**src/rtl/core/voxel_grid_first_point_filter_top_macros.svh**
```systemverilog
// Assertion macros for the voxel grid filter
`ifndef VOXEL_GRID_FIRST_POINT_FILTER_TOP_MACROS_SVH
`define VOXEL_GRID_FIRST_POINT_FILTER_TOP_MACROS_SVH
`ifndef ASSERT_OFF
`define VG_ASSERT(lbl, clk, rst, prop, msg) \
   lbl: assert property (@(posedge clk) disable iff (rst) prop) else $error(msg);
`define VG_ASSERT_NR(lbl, clk, prop, msg) \
   lbl: assert property (@(posedge clk) prop) else $error(msg);
`else
`define VG_ASSERT(lbl, clk, rst, prop, msg)
`define VG_ASSERT_NR(lbl, clk, prop, msg)
`endif
`endif

```
**src/rtl/core/vgfp_ram.sv**
```systemverilog
// -----------------------------------------------------------------------------
// vgfp_ram
// Generic single-port RAM with registered read.
// -----------------------------------------------------------------------------
`default_nettype none
module vgfp_ram #(
   parameter int unsigned WIDTH = 8,
   parameter int unsigned DEPTH = 16
) (
   input  wire logic                     clock,
   input  wire logic                     wr_en,
   input  wire logic [$clog2(DEPTH)-1:0] addr,
   input  wire logic [WIDTH-1:0]         wr_data,
   output      logic [WIDTH-1:0]         rd_data
);
   logic [WIDTH-1:0] mem [DEPTH];
   always_ff @(posedge clock) begin
      if (wr_en) mem[addr] <= wr_data;
      rd_data <= mem[addr];
   end
endmodule
`default_nettype wire
```
**config.mk**
```make
export PLATFORM = sky130hd
export DESIGN_NAME = vgfp_ram
export DESIGN_NICKNAME = d
export VERILOG_FILES = /design/src/rtl/core/voxel_grid_first_point_filter_top_macros.svh /design/src/rtl/core/vgfp_ram.sv
export SDC_FILE = /design/constraint.sdc
export NUM_CORES = 1
export LEC_CHECK = 0
export ABC_AREA = 1
export CAP_MARGIN = 20
export CORE_MARGIN = 8
export CORE_UTILIZATION = 60
export CTS_CLUSTER_DIAMETER = 120
export CTS_CLUSTER_SIZE = 40
export DETAILED_ROUTE_END_ITERATION = 6
export DONT_BUFFER_PORTS = 1
export PLACE_DENSITY = 0.76
export RECOVER_POWER = 100
export SETUP_SLACK_MARGIN = 0.1
export SKIP_LAST_GASP = 1
export SLEW_MARGIN = 20
export SYNTH_ARGS = -nofsm -noshare
export SYNTH_HDL_FRONTEND = slang
export SYNTH_SLANG_ARGS = --single-unit
```
**constraint.sdc**
```tcl
create_clock -name clock -period 2.4 [get_ports clock]
set_clock_uncertainty 0.15 [all_clocks]
set_input_delay 0.24 -clock clock [delete_from_list [all_inputs] [get_ports clock]]
set_output_delay 0.24 -clock clock [all_outputs]
set_load 0.05 [all_outputs]
```
==> impl_metrics.csv, run 1 <==
group,metric,value,unit
run_status,status,"finished clean",
worst_setup_path,path_cells,"dlygate4sd3_1, nor2_1, dlygate4sd3_1, buf_4, inv_1, nor2_1",
clock_network,clockBufferDepth,2,
routing,avgViaCountPerCell,5.30,
power_and_ir_drop,vdd_ir_drop_max,0.000688,V
run,cap_violations,0,
finish,fin_area,0.00638,mm^2
worst_setup_path,cp_max_fo,9,
die,die_h,113,um
clock_network,clock-sinks,136,
synthesis,synth-seq-cells,136,
worst_setup_path,start_kind,"input port",
finish,final_util,69.7,%
synthesis,avgSynthCellArea,10.2,um^2
finish,fin_nets,589,
power_and_ir_drop,power_density,849,mW/mm^2
die,start_util,61.1,%
synthesis,syn_area,0.00559,mm^2
die,ioPinCount,22,
finish,drive_above_1_share,6.63,%
sta,finalHoldViolCount,0,
routing,dr.pass1.iters,5,
sta,min_period_over_period,91.6,%
sta,tns,0,ps
die,die_w,113,um
finish,instances_no_fill,699,
global_route,first_global_vias,3624,
worst_setup_path,path_class,"input port to register",
die,die_area,0.0127,mm^2
placed_design,gp_congestion,0.869,
placed_design,pre_cts_ws,697,ps
worst_setup_path,cpPeakStageDelay,570,ps
power_and_ir_drop,power.leakage,2.70,nW
synthesis,postSynthCellCount,548,
worst_setup_path,critPathRequiredTime,2400,ps
global_route,grt_first_pass_wirelength,18800,um
clock_network,htreeDepth,4,
sta,grt_setup_unrepaired,"true",
clock_network,clkTransAtPathRegs,60,ps
synthesis,ys_warn_count,0,
clock_network,root_buffer,"clkbuf_8",
global_route,antenna_found_initial,2,
die,fp-row-count,35,
sta,period_minus_slack,2200,ps
placed_design,port_buffers,0,
sta,setup_viol,0,
sta,fin_ws,201,ps
worst_setup_path,cp_slowest_cell,"nor2_1",
clock_network,cts_tree,"done",
finish,num_antenna_cells,0,
synthesis,syn-num-nets,562,
clock_network,clkLatencyLatePin,520,ps
routing,vias,3708,
routing,drt-total-wl,12000,um
finish,syn_to_final_growth,14.1,%
worst_setup_path,cp_top_family,"buffers and inverters",
die,core_area,0.00915,mm^2
sta,slew-limit-headroom,7.21,%
sta,worstMarginPinSlew,1390,ps
synthesis,ys_seq_area_share,71.6,%
placed_design,dp_cells,652,
worst_setup_path,critPathArrivalTime,2200,ps
synthesis,synth_cell_types,11,
routing,routedWlPerCell,17.1,um
sta,max_freq,455,MHz
routing,ant_nets,0,
worst_setup_path,crit_buf_inv,4,
routing,drc,0,
global_route,grt_usage,20.2,%
worst_hold_path,hold_path.class,"input port to register",
clock_network,cts_resized,0,
placed_design,dp_hpwl,6680,um
routing,drtIter0Drc,259,
global_route,grt_max_degree,65,
sta,final_max_slew_viol_count,0,
worst_setup_path,cp-end-kind,"register",
placed_design,dpl-instance-area,0.00572,mm^2
global_route,grt.overflow.total,0,
clock_network,numCtsBuffers,17,
[where the power goes]
part / total, mW / switching, mW / internal, mW
combinational: 0.283 / 0.202 / 0.0805
clock: 2.40 / 0.998 / 1.40
sequential: 2.73 / 0.0727 / 2.66
total: 5.41 / 1.27 / 4.14
[layer usage]
| metal | track usage [%] | up-vias | share of wire [%] |
|---|---|---|---|
| met5 | 0 | - | 0.23 |
| met4 | 9.53 | 4 | 2.9 |
| met3 | 5.85 | 33 | 6.7 |
| met2 | 34.3 | 138 | 50 |
| met1 | 22.9 | 1726 | 40 |
| li1 | - | 1807 | - |
[sequential cells by signal, summed over array words and instances, names as in the netlist]
signal	count
rd_data	8
mem	128
[synthesized netlist by cell type]
cell type,n,area (um^2)
buf_2,12,60.1
buf_4,6,45.0
clkbuf_1,3,11.3
clkinv_1,1,3.75
dfxtp_1,8,160
edfxtp_1,128,3840
inv_1,21,78.8
inv_2,1,3.75
nand2_1,346,1300
nand3_1,4,20.0
nor2_1,18,67.6
[metrics by stage]
| step | hold slack, ps | total power [mW] |
|---|---|---|
| floorplan | 189 | 2.96 |
| global placement | 190 | 2.99 |
| detailed placement | 190 | 2.99 |
| CTS | 11.8 | 5.43 |
| global route | 64.7 | 5.55 |
| finish | 22.2 | 5.41 |
[cells in the final DEF (no fill, tap or decap), drive strengths merged]
cell	instances
edfxtp	128
nand3	4
dlygate4sd3	14
clkbuf	31
clkinv	7
inv	24
bufinv	1
nor2	18
dfxtp	8
clkinvlp	5
buf	2
nand2	346
[timing repair]
action	in CTS	in global routing
setup endpoints to repair	0	16
hold buffers	15	0
setup buffers	0	0
hold endpoints to repair	136	0
[area by class of cell]
class / instances / area [um^2]
well taps: 111 / 139
inverters: 23 / 86.3
clock buffers: 18 / 428
multi-input cells: 368 / 1390
clock inverters: 14 / 126
fillers: 631 / 2770
flip-flops and latches: 136 / 4000
repair buffers: 29 / 210
[cells by family after synthesis]
| group | count (synthesis) | share of synthesized area [%] |
|---|---|---|
| buffers and inverters | 44 | 3.62 |
| flip-flops | 136 | 71.6 |
| AND/OR/NAND/NOR | 368 | 24.8 |
[worst reg2reg max path, delay by kind of cell (launching register included)]
kind                   cells  cell delay, ps
AND/OR/NAND/NOR            7             460
buffers and inverters      2             630
flip-flops                 1             390
[final timing paths]
check             startpoint         end  slack (ps)  cells past startpoint
setup / recovery     addr[3]   mem[0][3]         200                      6
hold / removal       addr[0]  rd_data[7]          20                      8
hold reg to reg   mem[12][5]  rd_data[5]         570                      8
setup reg to reg   mem[6][1]  rd_data[1]         680                      9
Note: power is estimated with default switching activity, not from simulation.
==> inputs of run 2 (changes only) <==
- CORE_ASPECT_RATIO: unset -> 2
- RECOVER_POWER: 100 -> unset
==> run 2 against run 1 <==
Against the previous run:
- global-route usage shrank 0.92 points
- wire length shrank 1.3%
- highest routed layer is now met4
- largest cell class unchanged
- hold slack gained 3.6 ps
- utilization shrank 0.20 points
==> impl_metrics.csv, run 2 (same netlist as run 1, synthesis figures left out) <==
group,metric,value,unit
die,die_h,153,um
finish,final_cell_mix,"nand2_1 (346), edfxtp_1 (128), inv_1 (21), nor2_1 (18), clkbuf_16 (17)",
sta,worstMarginPinSlew,837,ps
run_status,status,"finished clean",
global_route,grt_usage,19.2,%
global_route,antenna_found_initial,0,
sta,min_period_over_period,66.2,%
power_and_ir_drop,power_density,884,mW/mm^2
sta,period_minus_slack,1590,ps
worst_setup_path,start_kind,"input port",
clock_network,cts_tree,"done",
clock_network,root_buffer,"clkbuf_16",
worst_setup_path,reg2regPathDepth,8,
sta,grt_setup_unrepaired,"false",
finish,drive_above_1_share,6.57,%
routing,dr.pass1.iters,5,
worst_setup_path,cp_max_fo,19,
worst_setup_path,crit_start,"addr[1]",
sta,slew-limit-headroom,44.0,%
worst_setup_path,crit_path_end,"rd_data[3]",
placed_design,dp_hpwl,6900,um
die,ioPinCount,22,
worst_setup_path,critPathArrivalTime,1790,ps
finish,syn_to_final_growth,14.3,%
worst_setup_path,critPathRequiredTime,2600,ps
worst_setup_path,path_class,"input port to register",
clock_network,clkLatencyLatePin,410,ps
finish,num_antenna_cells,0,
worst_setup_path,r2r_slack,1220,ps
clock_network,clock-sinks,136,
placed_design,port_buffers,0,
routing,routedWlPerCell,17.3,um
die,start_util,60.8,%
finish,top_register,"mem",
die,die_area,0.0129,mm^2
routing,avgViaCountPerCell,5.32,
die,core_area,0.00920,mm^2
sta,setup_viol,0,
power_and_ir_drop,power.leakage,2.72,nW
routing,ant_nets,0,
finish,layout_commonest_cell,"nand2_1",
finish,fin_nets,580,
worst_setup_path,cp-end-kind,"register",
finish,reg_top3,"mem: 128 flops, rd_data: 8 flops",
clock_network,htreeDepth,4,
global_route,first_global_vias,3635,
global_route,grt_max_degree,68,
die,die_w,84.3,um
clock_network,clockBufferDepth,2,
clock_network,clkTransAtPathRegs,60,ps
global_route,grt_first_pass_wirelength,18700,um
finish,largest_register_ffs,128,
routing,vias,3629,
routing,drtIter0Drc,339,
placed_design,gp_congestion,0.922,
clock_network,cts_resized,0,
global_route,grt.overflow.total,0,
sta,final_max_slew_viol_count,0,
routing,drt-total-wl,11800,um
worst_hold_path,hold_path.class,"input port to register",
power_and_ir_drop,total_power,5.65,mW
worst_setup_path,timing.rr.end,"rd_data[0]",
finish,instances_no_fill,682,
sta,hold_slack,25.8,ps
sta,finalHoldViolCount,0,
sta,tns,0,ps
sta,max_freq,630,MHz
die,fp-row-count,50,
clock_network,numCtsBuffers,17,
worst_setup_path,reg2reg_from,"mem[15][0]",
run,cap_violations,0,
routing,drc,0,
finish,final_util,69.5,%
placed_design,dp_cells,640,
power_and_ir_drop,vdd_ir_drop_max,0.00102,V
[run 2: cell types whose count changed in the layout (fill, tap and decap cells not counted), sizes merged]
| cell | before | now |
|---|---|---|
| dlygate4sd3 | 14 | 11 |
| inv | 24 | 22 |
| buf | 2 | 9 |
| clkinvlp | 5 | 2 |
| clkbuf | 31 | 17 |
| bufinv | 1 | 4 |
| clkinv | 7 | 9 |
[run 2: how the worst min path moves through the flow]
stage / from / end / slack (ps) / depth (start not counted)
after floorplan: wr_data[0] / mem[0][0] / 190 / 0
after global placement: wr_data[1] / mem[15][1] / 190 / 0
after detailed placement: wr_data[0] / mem[13][0] / 190 / 0
after CTS: addr[1] / rd_data[5] / 0.2 / 6
after global routing: addr[1] / rd_data[0] / 50 / 6
final: addr[1] / rd_data[7] / 30 / 6
[run 2: final cells by class]
cell class | count | area (um^2)
Multi-Input combinational cell | 368 | 1390
Sequential cell | 136 | 4000
Clock inverter | 14 | 183
Inverter | 23 | 86.3
Tap cell | 104 | 130
Fill cell | 640 | 2800
Timing Repair Buffer | 20 | 178
Clock buffer | 17 | 425
[run 2: critical path, cell delays in order]
cell           delay (ps)
dlygate4sd3_1        1080
nand2_1               160
nand2_1               110
nand2_1                50
nand2_1                60
inv_1                  40
nand2_1                50
[run 2: metrics by stage]
| stage | worst slack (ps) | instance area, um^2 |
|---|---|---|
| 2_1_floorplan | 633 | 5590 |
| 3_3_place_gp | 666 | 5670 |
| 3_5_place_dp | 614 | 5670 |
| 4_1_cts | 874 | 6390 |
| 5_1_grt | 717 | 6390 |
| 6_report | 812 | 6390 |
[run 2: power breakdown]
| group | total (mW) | switching (mW) | internal, mW |
|---|---|---|---|
| clock | 2.65 | 0.928 | 1.72 |
| combinational | 0.272 | 0.193 | 0.0795 |
| sequential | 2.73 | 0.0740 | 2.66 |
[run 2: layer usage]
layer  track usage, %  up-vias  part of all wire (%)
li1                 -     1789                     -
met1             21.8     1662                    39
met2             32.0      159                    52
met3             5.30       19                   6.5
met4             9.94        0                   2.3
met5                0        -                     0
[run 2: what timing repair did]
action                                  CTS  global route
buffers inserted                          0             0
endpoints found under the setup margin    0             0
endpoints found under the hold margin   135             0
hold buffers                             11             0
